==> src/sv/wme_pkg.sv <==
// ----------------------------------------------------------------------------
// wme_pkg
// shared codes, widths and types of the waveform min/max envelope block
// ----------------------------------------------------------------------------
`default_nettype none

package wme_pkg;

    localparam int SAMPLE_BITS = 24;
    localparam int TIME_W      = 40;
    localparam int WIN_W       = 22;
    localparam int COLCFG_W    = 12;
    localparam int SEL_W       = 12;
    localparam int CFG_W       = 22;
    localparam int OUT_USED_W  = 13;
    localparam int CUT_W       = TIME_W + 3;
    localparam int TST_W       = TIME_W + 2;
    localparam int PRUNE_SLACK = 2000;

    // operations
    localparam logic [1:0] OP_PUSH     = 2'd0;
    localparam logic [1:0] OP_DECIMATE = 2'd1;
    localparam logic [1:0] OP_RD_COL   = 2'd2;
    localparam logic [1:0] OP_RD_STAT  = 2'd3;

    // configuration register indexes
    localparam logic REG_COLUMN_COUNT = 1'b0;
    localparam logic REG_WINDOW_MS    = 1'b1;

    localparam logic [COLCFG_W-1:0] COLS_RESET = 12'd1024;
    localparam logic [WIN_W-1:0]    WIN_RESET  = 22'd10000;

    // datapath actions
    typedef logic [4:0] t_act;
    localparam t_act A_NONE     = 5'd0;
    localparam t_act A_LOAD     = 5'd1;
    localparam t_act A_CLR      = 5'd2;
    localparam t_act A_PUSH     = 5'd3;
    localparam t_act A_PR_RD    = 5'd4;
    localparam t_act A_PR_DROP  = 5'd5;
    localparam t_act A_DC_INIT  = 5'd6;
    localparam t_act A_TE_RD    = 5'd7;
    localparam t_act A_TE_SET   = 5'd8;
    localparam t_act A_P1_RD    = 5'd9;
    localparam t_act A_P1_ACC   = 5'd10;
    localparam t_act A_MN_GO    = 5'd11;
    localparam t_act A_MN_SET   = 5'd12;
    localparam t_act A_P2_RD    = 5'd13;
    localparam t_act A_P2_SKIP  = 5'd14;
    localparam t_act A_P2_MUL   = 5'd15;
    localparam t_act A_P2_DIV   = 5'd16;
    localparam t_act A_P2_BIN   = 5'd17;
    localparam t_act A_P2_BINW  = 5'd18;
    localparam t_act A_P2_COLRD = 5'd19;
    localparam t_act A_P2_AD    = 5'd20;
    localparam t_act A_P2_SQ    = 5'd21;
    localparam t_act A_P2_ACC   = 5'd22;
    localparam t_act A_P2_COLWR = 5'd23;
    localparam t_act A_RMS_GO   = 5'd24;
    localparam t_act A_SQ_GO    = 5'd25;
    localparam t_act A_RMS_SET  = 5'd26;
    localparam t_act A_RDC_RD   = 5'd27;
    localparam t_act A_OUT_COL  = 5'd28;
    localparam t_act A_OUT_STAT = 5'd29;

    typedef struct packed {
        logic fill_zero;
        logic k_done;
        logic in_win;
        logic prune_hit;
        logic used_zero;
        logic axis_last;
        logic clr_last;
        logic win_zero;
        logic div_done;
        logic sqrt_done;
        logic out_free;
    } t_sts;

    typedef struct packed {
        logic [TIME_W-1:0]           tm;
        logic [2:0][SAMPLE_BITS-1:0] smp;
    } t_ring;

    typedef struct packed {
        logic                        valid;
        logic [2:0][SAMPLE_BITS-1:0] mn;
        logic [2:0][SAMPLE_BITS-1:0] mx;
    } t_col;

endpackage

`default_nettype wire

==> src/sv/wme_ctrl.sv <==
// ----------------------------------------------------------------------------
// wme_ctrl
// sequencer: push and prune, decimate passes, reads and the clearing sweep
// ----------------------------------------------------------------------------
`default_nettype none

module wme_ctrl
    import wme_pkg::*;
(
    input  wire logic       i_clk,
    input  wire logic       i_rst_n,
    input  wire logic       i_valid,
    input  wire logic [1:0] i_operation,
    input  wire t_sts       i_sts,
    output logic            o_stall,
    output t_act            o_act
);
    localparam logic [4:0] S_SWEEP    = 5'd0;
    localparam logic [4:0] S_IDLE     = 5'd1;
    localparam logic [4:0] S_PUSH     = 5'd2;
    localparam logic [4:0] S_PR_RD    = 5'd3;
    localparam logic [4:0] S_PR_WT    = 5'd4;
    localparam logic [4:0] S_DC_INIT  = 5'd5;
    localparam logic [4:0] S_DC_CLR   = 5'd6;
    localparam logic [4:0] S_TE_RD    = 5'd7;
    localparam logic [4:0] S_TE_WT    = 5'd8;
    localparam logic [4:0] S_P1_RD    = 5'd9;
    localparam logic [4:0] S_P1_WT    = 5'd10;
    localparam logic [4:0] S_MN_GO    = 5'd11;
    localparam logic [4:0] S_MN_WT    = 5'd12;
    localparam logic [4:0] S_P2_RD    = 5'd13;
    localparam logic [4:0] S_P2_WT    = 5'd14;
    localparam logic [4:0] S_P2_DIV   = 5'd15;
    localparam logic [4:0] S_P2_DWT   = 5'd16;
    localparam logic [4:0] S_P2_COLRD = 5'd17;
    localparam logic [4:0] S_P2_AD    = 5'd18;
    localparam logic [4:0] S_P2_SQ    = 5'd19;
    localparam logic [4:0] S_P2_ACC   = 5'd20;
    localparam logic [4:0] S_P2_COLWR = 5'd21;
    localparam logic [4:0] S_RMS_GO   = 5'd22;
    localparam logic [4:0] S_RMS_DWT  = 5'd23;
    localparam logic [4:0] S_RMS_SQ   = 5'd24;
    localparam logic [4:0] S_RDC_RD   = 5'd25;
    localparam logic [4:0] S_RDC_WT   = 5'd26;
    localparam logic [4:0] S_RDS      = 5'd27;

    logic [4:0] r_state;
    logic [4:0] n_state;

    always_ff @(posedge i_clk) begin
        if (!i_rst_n) begin
            r_state <= S_SWEEP;
        end else begin
            r_state <= n_state;
        end
    end

    assign o_stall = (r_state != S_IDLE);

    always_comb begin
        n_state = r_state;
        o_act   = A_NONE;
        case (r_state)
            S_SWEEP: begin
                o_act = A_CLR;
                if (i_sts.clr_last) n_state = S_IDLE;
            end
            S_IDLE: begin
                if (i_valid) begin
                    o_act = A_LOAD;
                    case (i_operation)
                        OP_PUSH:     n_state = S_PUSH;
                        OP_DECIMATE: n_state = S_DC_INIT;
                        OP_RD_COL:   n_state = S_RDC_RD;
                        default:     n_state = S_RDS;
                    endcase
                end
            end
            S_PUSH: begin
                o_act   = A_PUSH;
                n_state = S_PR_RD;
            end
            S_PR_RD: begin
                if (i_sts.fill_zero) begin
                    n_state = S_IDLE;
                end else begin
                    o_act   = A_PR_RD;
                    n_state = S_PR_WT;
                end
            end
            S_PR_WT: begin
                if (i_sts.prune_hit) begin
                    o_act   = A_PR_DROP;
                    n_state = S_PR_RD;
                end else begin
                    n_state = S_IDLE;
                end
            end
            S_DC_INIT: begin
                o_act   = A_DC_INIT;
                n_state = S_DC_CLR;
            end
            S_DC_CLR: begin
                o_act = A_CLR;
                if (i_sts.clr_last) n_state = i_sts.fill_zero ? S_IDLE : S_TE_RD;
            end
            S_TE_RD: begin
                o_act   = A_TE_RD;
                n_state = S_TE_WT;
            end
            S_TE_WT: begin
                o_act   = A_TE_SET;
                n_state = S_P1_RD;
            end
            S_P1_RD: begin
                if (i_sts.k_done) begin
                    n_state = i_sts.used_zero ? S_IDLE : S_MN_GO;
                end else begin
                    o_act   = A_P1_RD;
                    n_state = S_P1_WT;
                end
            end
            S_P1_WT: begin
                o_act   = A_P1_ACC;
                n_state = S_P1_RD;
            end
            S_MN_GO: begin
                o_act   = A_MN_GO;
                n_state = S_MN_WT;
            end
            S_MN_WT: begin
                if (i_sts.div_done) begin
                    o_act   = A_MN_SET;
                    n_state = i_sts.axis_last ? S_P2_RD : S_MN_GO;
                end
            end
            S_P2_RD: begin
                if (i_sts.k_done) begin
                    n_state = S_RMS_GO;
                end else begin
                    o_act   = A_P2_RD;
                    n_state = S_P2_WT;
                end
            end
            S_P2_WT: begin
                if (i_sts.in_win) begin
                    o_act   = A_P2_MUL;
                    n_state = S_P2_DIV;
                end else begin
                    o_act   = A_P2_SKIP;
                    n_state = S_P2_RD;
                end
            end
            S_P2_DIV: begin
                if (i_sts.win_zero) begin
                    o_act   = A_P2_BINW;
                    n_state = S_P2_COLRD;
                end else begin
                    o_act   = A_P2_DIV;
                    n_state = S_P2_DWT;
                end
            end
            S_P2_DWT: begin
                if (i_sts.div_done) begin
                    o_act   = A_P2_BIN;
                    n_state = S_P2_COLRD;
                end
            end
            S_P2_COLRD: begin
                o_act   = A_P2_COLRD;
                n_state = S_P2_AD;
            end
            S_P2_AD: begin
                o_act   = A_P2_AD;
                n_state = S_P2_SQ;
            end
            S_P2_SQ: begin
                o_act   = A_P2_SQ;
                n_state = S_P2_ACC;
            end
            S_P2_ACC: begin
                o_act   = A_P2_ACC;
                n_state = i_sts.axis_last ? S_P2_COLWR : S_P2_AD;
            end
            S_P2_COLWR: begin
                o_act   = A_P2_COLWR;
                n_state = S_P2_RD;
            end
            S_RMS_GO: begin
                o_act   = A_RMS_GO;
                n_state = S_RMS_DWT;
            end
            S_RMS_DWT: begin
                if (i_sts.div_done) begin
                    o_act   = A_SQ_GO;
                    n_state = S_RMS_SQ;
                end
            end
            S_RMS_SQ: begin
                if (i_sts.sqrt_done) begin
                    o_act   = A_RMS_SET;
                    n_state = i_sts.axis_last ? S_IDLE : S_RMS_GO;
                end
            end
            S_RDC_RD: begin
                o_act   = A_RDC_RD;
                n_state = S_RDC_WT;
            end
            S_RDC_WT: begin
                if (i_sts.out_free) begin
                    o_act   = A_OUT_COL;
                    n_state = S_IDLE;
                end
            end
            S_RDS: begin
                if (i_sts.out_free) begin
                    o_act   = A_OUT_STAT;
                    n_state = S_IDLE;
                end
            end
            default: begin
                n_state = S_IDLE;
            end
        endcase
    end

endmodule

`default_nettype wire

==> config.mk <==
export PLATFORM = sky130hd
export DESIGN_NAME = wme_ctrl
export DESIGN_NICKNAME = d
export VERILOG_FILES = /design/src/sv/wme_pkg.sv /design/src/sv/wme_ctrl.sv
export SDC_FILE = /design/constraint.sdc
export NUM_CORES = 1
export LEC_CHECK = 0
export BUFFER_PORTS_ARGS = -buffer_cell sky130_fd_sc_hd__buf_2
export CORE_ASPECT_RATIO = 0.9
export CORE_MARGIN = 4
export CORE_UTILIZATION = 55
export CTS_BUF_LIST = sky130_fd_sc_hd__clkbuf_8
export DETAILED_ROUTE_END_ITERATION = 8
export PLACE_DENSITY = 0.82
export SLEW_MARGIN = 5
export SYNTH_ARGS = -nofsm -noshare
export SYNTH_HDL_FRONTEND = slang
export SYNTH_SLANG_ARGS = --single-unit
==> constraint.sdc <==
create_clock -name i_clk -period 2.1 [get_ports i_clk]
set_clock_uncertainty 0.05 [all_clocks]
set_input_delay 0.525 -clock i_clk [delete_from_list [all_inputs] [get_ports i_clk]]
set_output_delay 0.525 -clock i_clk [all_outputs]
set_load 0.01 [all_outputs]
Word level (Yosys, flattened, before mapping)
Index checks and enable logic that the tools add are counted.

storage, ports and cells
  bits in registers = 5
  input bits = 16
  output and inout bits = 6
  logic and storage cells = 80

cells by class
  equal/unequal tests = 38
  multiplexer cells = 35
  reductions and logical operators = 6

operators with widths
  kind                count
  $pmux 5 s27         1
  $pmux 5 s26         1
  $mux 5              15
  $eq 5x5->1 const B  12
  $eq 5x4->1 const B  8
  $eq 5x3->1 const B  4
  $mux 4              5
  $mux 3              6
  $pmux 5 s3          1
  $ne 2x2->1 const B  7
  $eq 5x2->1 const B  2
  $reduce_and 8->1    1
  $mux 2              3
  $reduce_or 2->1     3
  $eq 5x1->1 const B  1
  $logic_not 5->1     1
  $ne 5x1->1 const B  1
  $mux 1              3
  $eq 2x1->1 const B  1
  $eq 2x2->1 const B  1
  $logic_not 2->1     1
  $ne 2x1->1 const B  1

Depth between registers and ports, before layout
  depth in word-level cells = 4
  depth in mapped cells = 7
  depth with buffers taken out = 7

Least setup slack after synthesis
OpenSTA, ideal clock, no wires.

  path kind = register to output
  start point = reg r_state[4]
  end point = out o_act[1]
  arrival = 1341 ps
  slack = 184 ps
  cell stages (with the launch flop) = 7
  buffers on the path = 3
  cells stage by stage = dfxtp_1 -> buf_6 -> buf_2 -> buf_2 -> nor4_1 -> a21oi_1 -> o221ai_1

between the ends
  word-level cells in the longest chain between the ends = 3
  elaborated cells between the ends (all ways) = 30
  classes of those cells = eq/ne: 27; mux: 1; reduce/logical: 2

ends and longest elaborated chain
  item                                                  RTL line        text
  from (decl)                                           wme_ctrl.sv:47  logic [4:0] r_state;
  from (signal assigned)                                wme_ctrl.sv:54  r_state <= n_state;
  $eq 5x3->1 / $logic_not 5->1 (equally long branches)  wme_ctrl.sv:63  case (r_state)
  $reduce_or 2->1 (no source line)                      -
  $pmux 5 s27 *                                         wme_ctrl.sv:63
  to (decl)                                             wme_ctrl.sv:16  output t_act o_act

Every way passes the cells marked *; elsewhere a longest branch is shown, timed or not.

Worst setup path in the final report
  start point = reg r_state[3]
  end point = out o_act[4]

The elaborated chain is that of the path after synthesis.

==> flow_summary.toml <==
[status]
outcome = "finished, violations left"
failed_checks = "setup timing"

[floorplanning]
io_pins = 22
start_util = 0.578
row_count = 16
die_area_um2 = 3100
die_width_um = 58.2
coreArea_um2 = 2160
die_height_um = 53.2

[sta]
hold_violations = 0
finalWorstSetupSlack_ps = -84.5
fin_tns_setup_ps = -174
relSlewSlack = 0.661
period_share = 1.04
max_clock_freq_ghz = 0.458
rsz0062_at_grt = "true"
worst_hold_slack_ps = 557
drv_slew = 0
worst_pin_slew_ps = 505
finalSetupViolCount = 3
period_needed_ps = 2180

[finish]
final_nets = 244
top_regs = "r_state x5"
syn_to_final_growth_pct = 39.0
layout.cells.non_filler = 250
fill_cells = 149
final_layout_size_suffix_gt1_frac = 0.408
diodes = 0
regMostFlops = "r_state"
largest_reg_flops = 5

[critical_path]
cpPeakStageDelay_ps = 360
regToRegSetupSlack_ps = 120
crit_chain = "buf_4, and4b_1, a21oi_1, o21ai_1, or2_2, buf_6"
crit_path_max_fanout = 11
worstSetupPathType = "flop to output port"
cp.depth = 6
cp-start-kind = "flop"
arrival_ps = 1610
end_kind = "output port"
reg2reg_depth = 7
path_delay_family = "simple AND/OR/NAND/NOR gates"
path_buf_inv = 2
r2r_start = "r_state[2]"
worstSetupEndpoint = "o_act[4]"
cp_slowest_cell = "dfxtp_4"
critPathRequiredTime_ps = 1520
r2r-end = "r_state[2]"
crit_path_start = "r_state[3]"

[synthesis]
yosysSeqAreaShare = 0.0802
synthArstFlopShare = 0
synth_most_common_cell = "o21ai_0"
syn_nets = 198
synth-main-ff-cell = "dfxtp_1"
synth-seq-cells = 5
yosys_warnings = 0
syn-cell-area_um2 = 1250
ys_top_cells_by_count = "15 x o21ai_0, 14 x a21oi_1, 13 x nand3_1"
synth_edf_count = 0
syn_avg_cell_area_um2 = 7.02
synth_top_area_cell = "dfxtp_1"
yosysTopAreaCellShare = 0.0802
synth_area_leaders = "dfxtp_1 8.0%, o21ai_0 6.0%, a21oi_1 5.6%"
ys_types = 56
syn_inst = 178

[cts]
clock_latency_ps = 220
cts-root-buf = "clkbuf_8"
holdBufCountCts = 0
clkSlewWorstSetupHoldPaths_ps = 30
clockBufferDepth = 2
cts_made_buffers = 3
ctsHtreeMaxLevel = 1
cts.sinks = 5
cts_tree = "yes"

[routing]
route.detailed.wl_per_inst_um = 18.0
ant_nets = 0
drt_iter0_drc = 175
dr.pass1.iters = 5
wl_mm = 4.51
drc = 0
vias = 1696
via_per_inst = 6.78

[power]
p_per_area_nw_per_um2 = 1130
p_leak_nw = 0.742
ir_worst_vdd_mv = 0.856

[flow_run]
drv_cap = 0

[place]
dp.cells = 237
gp_congestion = 0.988
io_buffers = 21
dp_hpwl_mm = 3.17

[global_routing]
antenna_found_initial = 0
grt_overflow = 0
grt_pass1_wl_mm = 7.18
grt.total_usage = 0.302
grt_pass1_vias = 1542
grt_max_degree = 15

[worst_hold_path]
hp-start = "i_rst_n"
hold_class = "input pin to flop"
hold_depth = 3
## worst min-delay path: stages
cell     delay (ps)
buf_2           120
nand4_1          60
o22ai_1          70
## power breakdown
part	internal, mW	switching [mW]	total, mW
Combinational	0.729	0.838	1.57
Clock	0.125	0.0466	0.172
Sequential	0.142	0.0768	0.219
Total	0.996	0.961	1.96
## how the worst min path moves through the flow
stage            endpoint  slack [ps]
2_1_floorplan  r_state[1]         630
3_3_place_gp   r_state[2]         750
3_5_place_dp   r_state[2]         730
4_1_cts        r_state[1]         550
5_1_grt        r_state[1]         570
6_report       r_state[1]         560
## per-stage QoR
stage | worst slack [ps] | utilization | instance area [um2] | total power [mW]
after CTS | -87.6 | 0.766 | 1660 | 1.81
after detailed placement | -69.7 | 0.698 | 1510 | 1.53
after global placement | -12.9 | 0.698 | 1510 | 1.51
final | -84.5 | 0.803 | 1740 | 1.96
after global routing | -138 | 0.803 | 1740 | 2.09
after floorplan | 184 | - | 1250 | 1.10
## final cells by class
type	count	area, um2	area share
Multi-Input combinational cell	145	1070	0.615
Timing Repair Buffer	59	433	0.249
Sequential cell	5	119	0.0685
Clock buffer	3	41.3	0.0238
Inverter	10	37.5	0.0216
Tap cell	27	33.8	0.0195
Clock inverter	1	3.75	0.00216
## layout by cell type (no fill, tap or decap), types with 5 or more instances in the layout
cell type and n:
a21oi_1 14, buf_2 20, buf_4 33, dfxtp_4 5
inv_1 11, nand2_1 7, nand2b_1 5, nand3_1 12
nor2_1 10, nor2b_1 5, nor3_1 6, o2111ai_1 5
o21ai_0 10
## repair_timing
action,4_1_cts,5_1_grt
buffers inserted,8,1
setup endpoints to repair,6,6
resized for setup,20,16
gates cloned,0,0
pin swaps,5,5
## metal layers
metal	GRT usage	vias to the layer above	routed length [um]	part of all wire
li1	-	778	-	-
met5	0	-	0	0
met1	0.379	776	1820	0.40
met2	0.517	128	2020	0.45
met3	0.0683	14	527	0.12
met4	0.0772	0	143	0.032
## cells by family (layout without fill, tap and decap cells)
| logic type | count (synthesis) | in the layout | synth area share |
|---|---|---|---|
| and+or+nand+nor | 76 | 76 | 0.379 |
| AOI/OAI and AO/OA | 64 | 64 | 0.367 |
| DFF | 5 | 5 | 0.0802 |
| adders and majority gates | 4 | 4 | 0.0401 |
| buffers and inverters | 28 | 73 | 0.127 |
| xor gates and xnor gates | 1 | 1 | 0.00702 |
Note: power is estimated with default switching activity, not from simulation.
